<file path="src/rtl/core/spq_pkg.sv">
`timescale 1ns / 1ps
// Shared types and constants for the sorted priority queue.
// No dependencies; used by spq_mem, spq_ctrl and sorted_priority_queue.
package spq_pkg;

	localparam int SPQ_DEPTH    = 8;
	localparam int SPQ_ADDR_W   = 6;   // enough for the largest supported depth
	localparam int SPQ_VALUE_W  = 32;
	localparam int SPQ_PRIO_W   = 8;
	localparam int SPQ_S_DATA_W = 40;
	localparam int SPQ_M_DATA_W = 48;

	typedef enum logic [1:0] {
		ST_OK    = 2'd0,
		ST_FULL  = 2'd1,
		ST_EMPTY = 2'd2
	} status_t;

	typedef enum logic {
		REQ_ENQ = 1'b0,
		REQ_DEQ = 1'b1
	} req_t;

	typedef struct packed {
		logic [SPQ_PRIO_W-1:0]  prio;
		logic [SPQ_VALUE_W-1:0] value;
	} entry_t;

	typedef struct packed {
		logic                  re;
		logic [SPQ_ADDR_W-1:0] raddr;
		logic                  we;
		logic [SPQ_ADDR_W-1:0] waddr;
		entry_t                wdata;
	} mem_req_t;

endpackage

</file>
<file path="src/rtl/core/spq_mem.sv">
`timescale 1ns / 1ps
// Entry storage: one write port, one read port with a registered read.
// Depends on spq_pkg for the entry and request types.
module spq_mem #(
	parameter int DEPTH = 8
) (
	input  logic              clk,
	input  spq_pkg::mem_req_t req,
	output spq_pkg::entry_t   rd_data
);
	import spq_pkg::*;

	localparam int AW = $clog2(DEPTH);

	entry_t mem_q [DEPTH];
	entry_t rd_q;

	always_ff @(posedge clk) begin
		if (req.we) begin
			mem_q[req.waddr[AW-1:0]] <= req.wdata;
		end
		if (req.re) begin
			rd_q <= mem_q[req.raddr[AW-1:0]];
		end
	end

	assign rd_data = rd_q;

endmodule

</file>
<file path="src/rtl/core/spq_ctrl.sv">
`timescale 1ns / 1ps
// Request sequencer: circular head pointer, insertion walk, output register.
// Depends on spq_pkg; drives the spq_mem request port.
module spq_ctrl #(
	parameter int DEPTH = 8
) (
	input  logic              clk,
	input  logic              arst_n,
	input  logic              s_tvalid,
	output logic              s_tready,
	input  spq_pkg::entry_t   s_entry,
	input  logic              s_req,
	output logic              m_tvalid,
	input  logic              m_tready,
	output spq_pkg::status_t  m_status,
	output spq_pkg::entry_t   m_entry,
	output logic              m_empty,
	output logic              m_full,
	output spq_pkg::mem_req_t mreq,
	input  spq_pkg::entry_t   rd_data
);
	import spq_pkg::*;

	localparam int AW = $clog2(DEPTH);
	localparam int CW = $clog2(DEPTH + 1);

	typedef enum logic [2:0] {
		S_IDLE,
		S_WALK,
		S_PLACE,
		S_DEQ,
		S_RESP
	} state_t;

	state_t        state_q;
	logic [AW-1:0] head_q;
	logic [CW-1:0] count_q;
	logic [AW-1:0] pos_q;
	logic [CW-1:0] lpos_q;
	entry_t        new_q;
	status_t       res_status_q;
	entry_t        res_entry_q;
	logic          m_valid_q;
	status_t       out_status_q;
	entry_t        out_entry_q;
	logic          out_empty_q;
	logic          out_full_q;

	logic [AW-1:0] tail;
	logic          is_full_now;
	logic          is_empty_now;
	logic          shift_up;
	logic          accept;

	function automatic logic [AW-1:0] ptr_dec(input logic [AW-1:0] p);
		logic [AW-1:0] r;
		if (p == '0) begin
			r = AW'(DEPTH - 1);
		end else begin
			r = p - AW'(1);
		end
		return r;
	endfunction

	function automatic logic [AW-1:0] ptr_inc(input logic [AW-1:0] p);
		logic [AW-1:0] r;
		if (p == AW'(DEPTH - 1)) begin
			r = '0;
		end else begin
			r = p + AW'(1);
		end
		return r;
	endfunction

	function automatic logic [AW-1:0] ptr_add(input logic [AW-1:0] p, input logic [CW-1:0] n);
		logic [AW:0] s;
		s = {1'b0, p} + (AW+1)'(n);
		if (s >= (AW+1)'(DEPTH)) begin
			s = s - (AW+1)'(DEPTH);
		end
		return s[AW-1:0];
	endfunction

	assign tail         = ptr_add(head_q, count_q);
	assign is_full_now  = (count_q == CW'(DEPTH));
	assign is_empty_now = (count_q == '0);
	assign shift_up     = (rd_data.prio > new_q.prio);
	assign s_tready     = (state_q == S_IDLE);
	assign accept       = s_tvalid && s_tready;

	// Memory port: one read and one write per cycle; the walk never reads
	// the slot it writes, since it stays below the held entry count.
	always_comb begin
		mreq = '0;
		unique case (state_q)
			S_IDLE: begin
				if (s_tvalid) begin
					if (s_req == REQ_ENQ) begin
						if (!is_full_now) begin
							if (is_empty_now) begin
								mreq.we    = 1'b1;
								mreq.waddr = SPQ_ADDR_W'(tail);
								mreq.wdata = s_entry;
							end else begin
								mreq.re    = 1'b1;
								mreq.raddr = SPQ_ADDR_W'(ptr_dec(tail));
							end
						end
					end else if (!is_empty_now) begin
						mreq.re    = 1'b1;
						mreq.raddr = SPQ_ADDR_W'(head_q);
					end
				end
			end
			S_WALK: begin
				mreq.we    = 1'b1;
				mreq.waddr = SPQ_ADDR_W'(pos_q);
				if (shift_up) begin
					mreq.wdata = rd_data;
					if (lpos_q > CW'(1)) begin
						mreq.re    = 1'b1;
						mreq.raddr = SPQ_ADDR_W'(ptr_dec(ptr_dec(pos_q)));
					end
				end else begin
					mreq.wdata = new_q;
				end
			end
			S_PLACE: begin
				mreq.we    = 1'b1;
				mreq.waddr = SPQ_ADDR_W'(pos_q);
				mreq.wdata = new_q;
			end
			S_DEQ, S_RESP: begin
				mreq = '0;
			end
			default: begin
				mreq = '0;
			end
		endcase
	end

	always_ff @(posedge clk or negedge arst_n) begin
		if (!arst_n) begin
			state_q   <= S_IDLE;
			head_q    <= '0;
			count_q   <= '0;
			pos_q     <= '0;
			lpos_q    <= '0;
			m_valid_q <= 1'b0;
		end else begin
			// drop the presented item once taken, unless a new one is loaded now
			if (m_valid_q && m_tready && state_q != S_RESP) begin
				m_valid_q <= 1'b0;
			end
			unique case (state_q)
				S_IDLE: begin
					if (accept) begin
						res_entry_q <= '0;
						res_status_q <= ST_OK;
						if (s_req == REQ_ENQ) begin
							if (is_full_now) begin
								res_status_q <= ST_FULL;
								state_q      <= S_RESP;
							end else begin
								new_q   <= s_entry;
								count_q <= count_q + CW'(1);
								pos_q   <= tail;
								lpos_q  <= count_q;
								state_q <= is_empty_now ? S_RESP : S_WALK;
							end
						end else begin
							if (is_empty_now) begin
								res_status_q <= ST_EMPTY;
								state_q      <= S_RESP;
							end else begin
								head_q  <= ptr_inc(head_q);
								count_q <= count_q - CW'(1);
								state_q <= S_DEQ;
							end
						end
					end
				end
				S_WALK: begin
					if (shift_up) begin
						pos_q  <= ptr_dec(pos_q);
						lpos_q <= lpos_q - CW'(1);
						if (lpos_q == CW'(1)) begin
							state_q <= S_PLACE;
						end
					end else begin
						state_q <= S_RESP;
					end
				end
				S_PLACE: begin
					state_q <= S_RESP;
				end
				S_DEQ: begin
					res_entry_q <= rd_data;
					state_q     <= S_RESP;
				end
				S_RESP: begin
					// hold until the output register is free
					if (!m_valid_q || m_tready) begin
						m_valid_q    <= 1'b1;
						out_status_q <= res_status_q;
						out_entry_q  <= res_entry_q;
						out_empty_q  <= is_empty_now;
						out_full_q   <= is_full_now;
						state_q      <= S_IDLE;
					end
				end
				default: begin
					state_q <= S_IDLE;
				end
			endcase
		end
	end

	assign m_tvalid = m_valid_q;
	assign m_status = out_status_q;
	assign m_entry  = out_entry_q;
	assign m_empty  = out_empty_q;
	assign m_full   = out_full_q;

	a_count_range: assert property (@(posedge clk) disable iff (!arst_n)
		count_q <= CW'(DEPTH))
		else $error("entry count above depth");

	a_walk_bounds: assert property (@(posedge clk) disable iff (!arst_n)
		(state_q == S_WALK) |-> (lpos_q != '0) && (lpos_q < count_q))
		else $error("insertion walk outside held entries");

	a_full_flag: assert property (@(posedge clk) disable iff (!arst_n)
		(m_valid_q && out_status_q == ST_FULL) |-> out_full_q)
		else $error("full reject without full flag");

	a_empty_flag: assert property (@(posedge clk) disable iff (!arst_n)
		(m_valid_q && out_status_q == ST_EMPTY) |-> out_empty_q)
		else $error("empty reject without empty flag");

	a_one_at_a_time: assert property (@(posedge clk) disable iff (!arst_n)
		accept |=> !s_tready)
		else $error("item taken while another is in flight");

endmodule

</file>
<file path="src/rtl/core/sorted_priority_queue.sv">
`timescale 1ns / 1ps
// Sorted priority queue of DEPTH entries, lowest priority number first.
// Input channel s_*: tuser carries the request kind (0 enqueue, 1 dequeue),
// tdata the value and priority. Every item yields one result item on m_*:
// tuser holds the status (ok, rejected full, dequeue on empty), tdata the
// removed value and priority (zero unless a dequeue succeeded) and the empty
// and full flags as they stand after the request.
// Entries sit in one memory with a registered read, used as a ring with a
// moving head; equal priorities keep arrival order.
// Rejected requests and enqueues into an empty queue go straight to the result
// state; a dequeue first reads the head entry; other enqueues move each held
// entry of higher priority number up one slot (one memory read and write per
// moved entry), then write the new entry. One item is in work at a time; the
// next is taken the cycle after the result is loaded into the output register.
// Reset empties the queue and clears the output valid; no clearing pass.
// A stalled receiver holds the result in the output register; the block still
// takes and works the next item, then waits to present it.
// Depends on spq_pkg, spq_mem and spq_ctrl.
module sorted_priority_queue #(
	parameter int DEPTH = spq_pkg::SPQ_DEPTH
) (
	input  logic                             clk,
	input  logic                             arst_n,
	input  logic                             s_tvalid,
	output logic                             s_tready,
	input  logic [spq_pkg::SPQ_S_DATA_W-1:0] s_tdata,  // item_value[31:0], item_prio[39:32]
	input  logic [0:0]                       s_tuser,  // req_type[0]
	output logic                             m_tvalid,
	input  logic                             m_tready,
	output logic [spq_pkg::SPQ_M_DATA_W-1:0] m_tdata,  // out_value[31:0], out_prio[39:32],
	                                                   // is_empty[40], is_full[41], zero[47:42]
	output logic [1:0]                       m_tuser   // status[1:0]
);
	import spq_pkg::*;

	mem_req_t mreq;
	entry_t   rd_data;
	entry_t   s_entry;
	entry_t   m_entry;
	status_t  m_status;
	logic     m_empty;
	logic     m_full;

	assign s_entry.value = s_tdata[SPQ_VALUE_W-1:0];
	assign s_entry.prio  = s_tdata[SPQ_VALUE_W +: SPQ_PRIO_W];

	spq_mem #(
		.DEPTH (DEPTH)
	) u_mem (
		.clk     (clk),
		.req     (mreq),
		.rd_data (rd_data)
	);

	spq_ctrl #(
		.DEPTH (DEPTH)
	) u_ctrl (
		.clk      (clk),
		.arst_n   (arst_n),
		.s_tvalid (s_tvalid),
		.s_tready (s_tready),
		.s_entry  (s_entry),
		.s_req    (s_tuser[0]),
		.m_tvalid (m_tvalid),
		.m_tready (m_tready),
		.m_status (m_status),
		.m_entry  (m_entry),
		.m_empty  (m_empty),
		.m_full   (m_full),
		.mreq     (mreq),
		.rd_data  (rd_data)
	);

	assign m_tdata = {6'd0, m_full, m_empty, m_entry.prio, m_entry.value};
	assign m_tuser = m_status;

endmodule
</file>
<file path="config.mk">
export PLATFORM = sky130hd
export DESIGN_NAME = sorted_priority_queue
export DESIGN_NICKNAME = d
export VERILOG_FILES = /design/src/rtl/core/spq_pkg.sv /design/src/rtl/core/spq_mem.sv /design/src/rtl/core/spq_ctrl.sv /design/src/rtl/core/sorted_priority_queue.sv
export SDC_FILE = /design/constraint.sdc
export NUM_CORES = 1
export LEC_CHECK = 0
export BUFFER_PORTS_ARGS = -buffer_cell sky130_fd_sc_hd__buf_4
export CAP_MARGIN = 30
export CORE_AREA = 2 2 222 224
export DETAILED_ROUTE_END_ITERATION = 10
export DIE_AREA = 0 0 224 226
export PLACE_DENSITY_LB_ADDON = 0.2
export SLEW_MARGIN = 40
export SYNTH_ARGS = -nofsm -noshare
export SYNTH_HDL_FRONTEND = slang
export SYNTH_HIERARCHICAL = 1
export SYNTH_SLANG_ARGS = --single-unit
</file>
<file path="constraint.sdc">
create_clock -name clk -period 15.85 [get_ports clk]
set_input_delay 0 -clock clk [delete_from_list [all_inputs] [get_ports clk]]
set_output_delay 0 -clock clk [all_outputs]
set_load 0.02 [all_outputs]
</file>
# After elaboration in Yosys (flattened, before gate mapping)
# Memories as Yosys holds them, arrays and structs flattened. A register that Yosys moved wholly into a read port is not among the register bits.
# Cells that the tools add are included.
# totals
register_bits,144
mem_bits_rw,320
input_bits,45
out_inout_bits,52
wordCells,121
n_memories,1
# classes
n_addsub,9
magnitude_cmp,3
n_eq_ne,16
muxes,52
bitwise,3
reduce_logical,21
# memory_table
name,depth,word_bits,rd,rd_ports_with_merged_regs,wr,line_no,rtl
u_mem.mem_q,8,40,1,1,1,spq_mem.sv:15,entry_t mem_q [DEPTH];
# ops
operator,count
$pmux W47 S3,1
$mux W54,2
$mux W47,2
$mux W40,2
$pmux W40 S2,1
$mux W3,20
$mux W7,5
$mux W4,7
$pmux W7 S2,1
$logic_not A3 Y1,4
$pmux W3 S4,1
$reduce_and A3 Y1,4
$sub A3 B1 Y3 const B,4
$ne A2 B2 Y1 const B,5
$reduce_and A5 Y1,2
$gt A8 B8 Y1,1
$pmux W4 S2,1
$reduce_and A4 Y1,2
$sub A4 B1 Y4 const B,2
$eq A3 B2 Y1 const B,2
$eq A3 B3 Y1 const B,2
$mux W1,6
$ne A3 B3 Y1 const B,2
$pmux W3 S2,1
17 further kinds,24

# Longest topological paths before layout
# depth
word_depth,12
mapped_depth,13
mapped_depth_nobuf,11

# By module
# Netlist, hierarchy kept.
# by_module_without_submodules
mod,n_inst,cells_each,area_per_inst_um2,seq_area_each_um2
spq_mem,1,515,13571.8,10810.4
spq_ctrl,1,479,6495.0,4234.1
sorted_priority_queue,1,9,63.8,0.0

# Worst setup path after synthesis
# OpenSTA, ideal clock, no wires.
# synth_timing
kind,register -> register
startpoint,reg u_ctrl.count_q[0]
endpoint,"mem u_mem/mem_q[4][0] in the netlist's numbering, enable pin"
setup_ps,487
arrival_ps,4517
required_time_ps,15363
path_slack_ps,10846
stages_incl_launch_ff,10
path_buffers,0
period_less_slack_ps,5004
path_cell_list,dfrtp_1 -> ha_1 -> inv_1 -> fa_1 -> xor2_1 -> xnor2_1 -> a22oi_1 -> nor2_1 -> nand2_1 -> nor3_1
# synth_lines
element,line_no,rtl
start: declaration,spq_ctrl.sv:37,logic [CW-1:0] count_q;
start signal: assignment,spq_ctrl.sv:166,count_q <= count_q + CW'(1);
start signal: assignment,spq_ctrl.sv:177,count_q <= count_q - CW'(1);
end: declaration,spq_mem.sv:15,

==> impl_metrics.ini <==
[grt]
grt.total_usage_pct = 17.2
grt_pass1_vias = 9980
antenna_found_initial = 2
grt_pass1_wl_mm = 64.3
grt_start_max_net_pins = 81
grt_overflow_total = 0

[detailed_routing]
drt_iter0_drc = 869
routedWlPerCell_um = 23.4
ant_nets = 0
vias = 9837
drc_errors = 0
drtPass1Iterations = 5
wl_mm = 42.7
vias_per_cell = 5.40

[cells_and_area]
fillCellCount = 3957
nNetsFinal = 1222
drive_gt1_share_pct = 21.5
final_cell_area_um2 = 23600
area_delta_synth_final_pct = 17.6
insertedDiodeCount = 0
instances_no_fill = 1820
fin_util_pct = 48.9

[setup_path]
crit_path_cell_trace = ha_1 > inv_1 > fa_1 > xor2_1 > xnor2_1 > nand2b_1 > a21oi_1 > a221o_4 > buf_6 > mux4_1 > mux2_2
cp_slowest_cell = buf_6
critPathRequiredTime_ps = 16200
path_max_fanout = 64
arrival_ps = 4470
max_stage_delay_ps = 650
endpoint_kind = register
path_class = reg -> reg
startpoint_type = register

[clock_network]
cts_tree = yes
clk_pin_slew_ps = 60
cts_made_buffers = 52
cts_max_level = 2
cts_root_buf = clkbuf_16
cts_setup_buffers = 0
worstSkewPairLatency_ps = 610
clkSinkCount = 504
cts_buffer_depth = 3

[power_and_ir_drop]
ir_drop_v = 0.000109
power_density_nw_per_um2 = 193
seq_power_share_pct = 44.7
pwr-share-comb_pct = 28.7
power_frac_clock_pct = 26.5
power.net_switching_w = 0.00138
p_leak_nw = 8.34
swShare_pct = 30.2
p_int_w = 0.00318

[sta]
rsz0062_at_grt = false
tns_ps = 0
drv_slew = 0
worstMarginPinSlew_ps = 824
relSlewSlack_pct = 45.1
max_freq_ghz = 0.242
setup_slack_ps = 11720
hold_viol_final = 0
setup_viol = 0
period_share_pct = 26.0
finalClockSkew_ps = 30.4
min_period_ps = 4130

[place]
io_buffer_count = 90
place_congestion = 0.803
place_ws_ps = 11660
dp.cells = 1678
place_area_um2 = 21500
dp_hpwl_mm = 21.9

[die]
dieHeight_um = 226
die_x_um = 224
coreArea_um2 = 48300
start_util_pct = 41.5
die-area_um2 = 50600
rows = 81
pin_count = 97

[synth]
synth_area_um2 = 20100
yosysWarnings = 6
syn_inst = 996
avgSynthCellArea_um2 = 20.2

[hold_path]
min_path_type = in -> async

[outcome]
status = finished clean

[run]
drv_cap = 0
[layout by cell type, fill, tap and decap left out, drive strengths merged, types with 9 or more instances in the layout]
cell	count
a21oi	19
a222oi	39
and2	45
buf	109
clkbuf	68
clkinv	20
dfrtp	18
dlygate4sd3	45
edfxtp	486
ha	19
inv	63
mux2	43
mux4	80
nand2	26
nand2b	10
nor2	26
nor3	9
o21ai	10
[final cells by class]
type                    count  area (um2)  area share, %
flip-flops and latches    504       15000           63.7
clock inverters            28         330           1.40
inverters                  60         225          0.953
repair buffers            154        1290           5.44
multi-input cells         384        4590           19.4
clock buffers              68        1370           5.80
well taps                 622         778           3.29
[sequential cells by signal, indices dropped and copies added, names as in the netlist, 2 cells and up]
signal,count
u_mem/rd_data,40
u_ctrl/m_status,2
u_ctrl/new_q,40
u_mem/mem_q,320
u_ctrl/pos_q,3
u_ctrl/res_status_q,2
u_ctrl/head_q,3
u_ctrl/res_entry_q,40
u_ctrl/lpos_q,4
u_ctrl/m_entry,40
u_ctrl/count_q,4
u_ctrl/state_q,3
[final timing paths]
kind / start / end / slack [ps] / depth (start not counted)
setup / recovery: u_ctrl/count_q[0] / u_mem/rd_data[28] / 11720 / 11
hold / removal: arst_n / u_ctrl/state_q[2] / 60 / 3
setup reg to reg: u_ctrl/count_q[0] / u_mem/rd_data[28] / 11720 / 11
hold reg to reg: u_ctrl/res_entry_q[5] / u_ctrl/m_entry[5] / 420 / 0
max in group asynchronous: arst_n / u_ctrl/count_q[2] / 15440 / 3
min in group clk: s_tdata[2] / u_ctrl/new_q[2] / 120 / 2
[per-layer routing]
| layer | global-route usage, % | up-vias | share of wire, % |
|---|---|---|---|
| met2 | 27.2 | 237 | 47 |
| li1 | - | 4397 | - |
| met1 | 24.8 | 5147 | 46 |
| met3 | 2.71 | 56 | 4.8 |
| met4 | 4.97 | 0 | 1.9 |
| met5 | 0 | - | 0 |
[worst max-delay path, delay by kind of cell, from the launching register on]
| family | cells | cell delay [ps] |
|---|---|---|
| multiplexers | 2 | 920 |
| AND/OR/NAND/NOR | 1 | 210 |
| AO/OA/AOI/OAI | 2 | 530 |
| adder cells (fa/ha/maj) | 2 | 570 |
| XOR/XNOR | 2 | 360 |
| flip-flops | 1 | 490 |
| buffers and inverters | 2 | 700 |
[through the flow]
stage | total power [W] | hold WS, ps
4_1_cts | 0.00463 | 77.2
6_report | 0.00456 | 60.3
2_1_floorplan | 0.00298 | -296
5_1_grt | 0.00480 | 94.6
3_5_place_dp | 0.00339 | -82.8
3_3_place_gp | 0.00335 | -81.3
[timing repair]
action / 4_1_cts / 5_1_grt
endpoints found under the hold margin: 395 / 0
resized for setup: 0 / 0
hold buffers: 46 / 0
[power by group through the flow]
stage               Sequential (W)  Combinational, W  Clock [W]
finish                     0.00204           0.00131    0.00121
floorplan                  0.00204          0.000944          0
global route               0.00207           0.00144    0.00129
global placement           0.00206           0.00129          0
detailed placement         0.00207           0.00132          0
CTS                        0.00204           0.00134    0.00125
No activity file was read; power rests on OpenSTA's default activity.
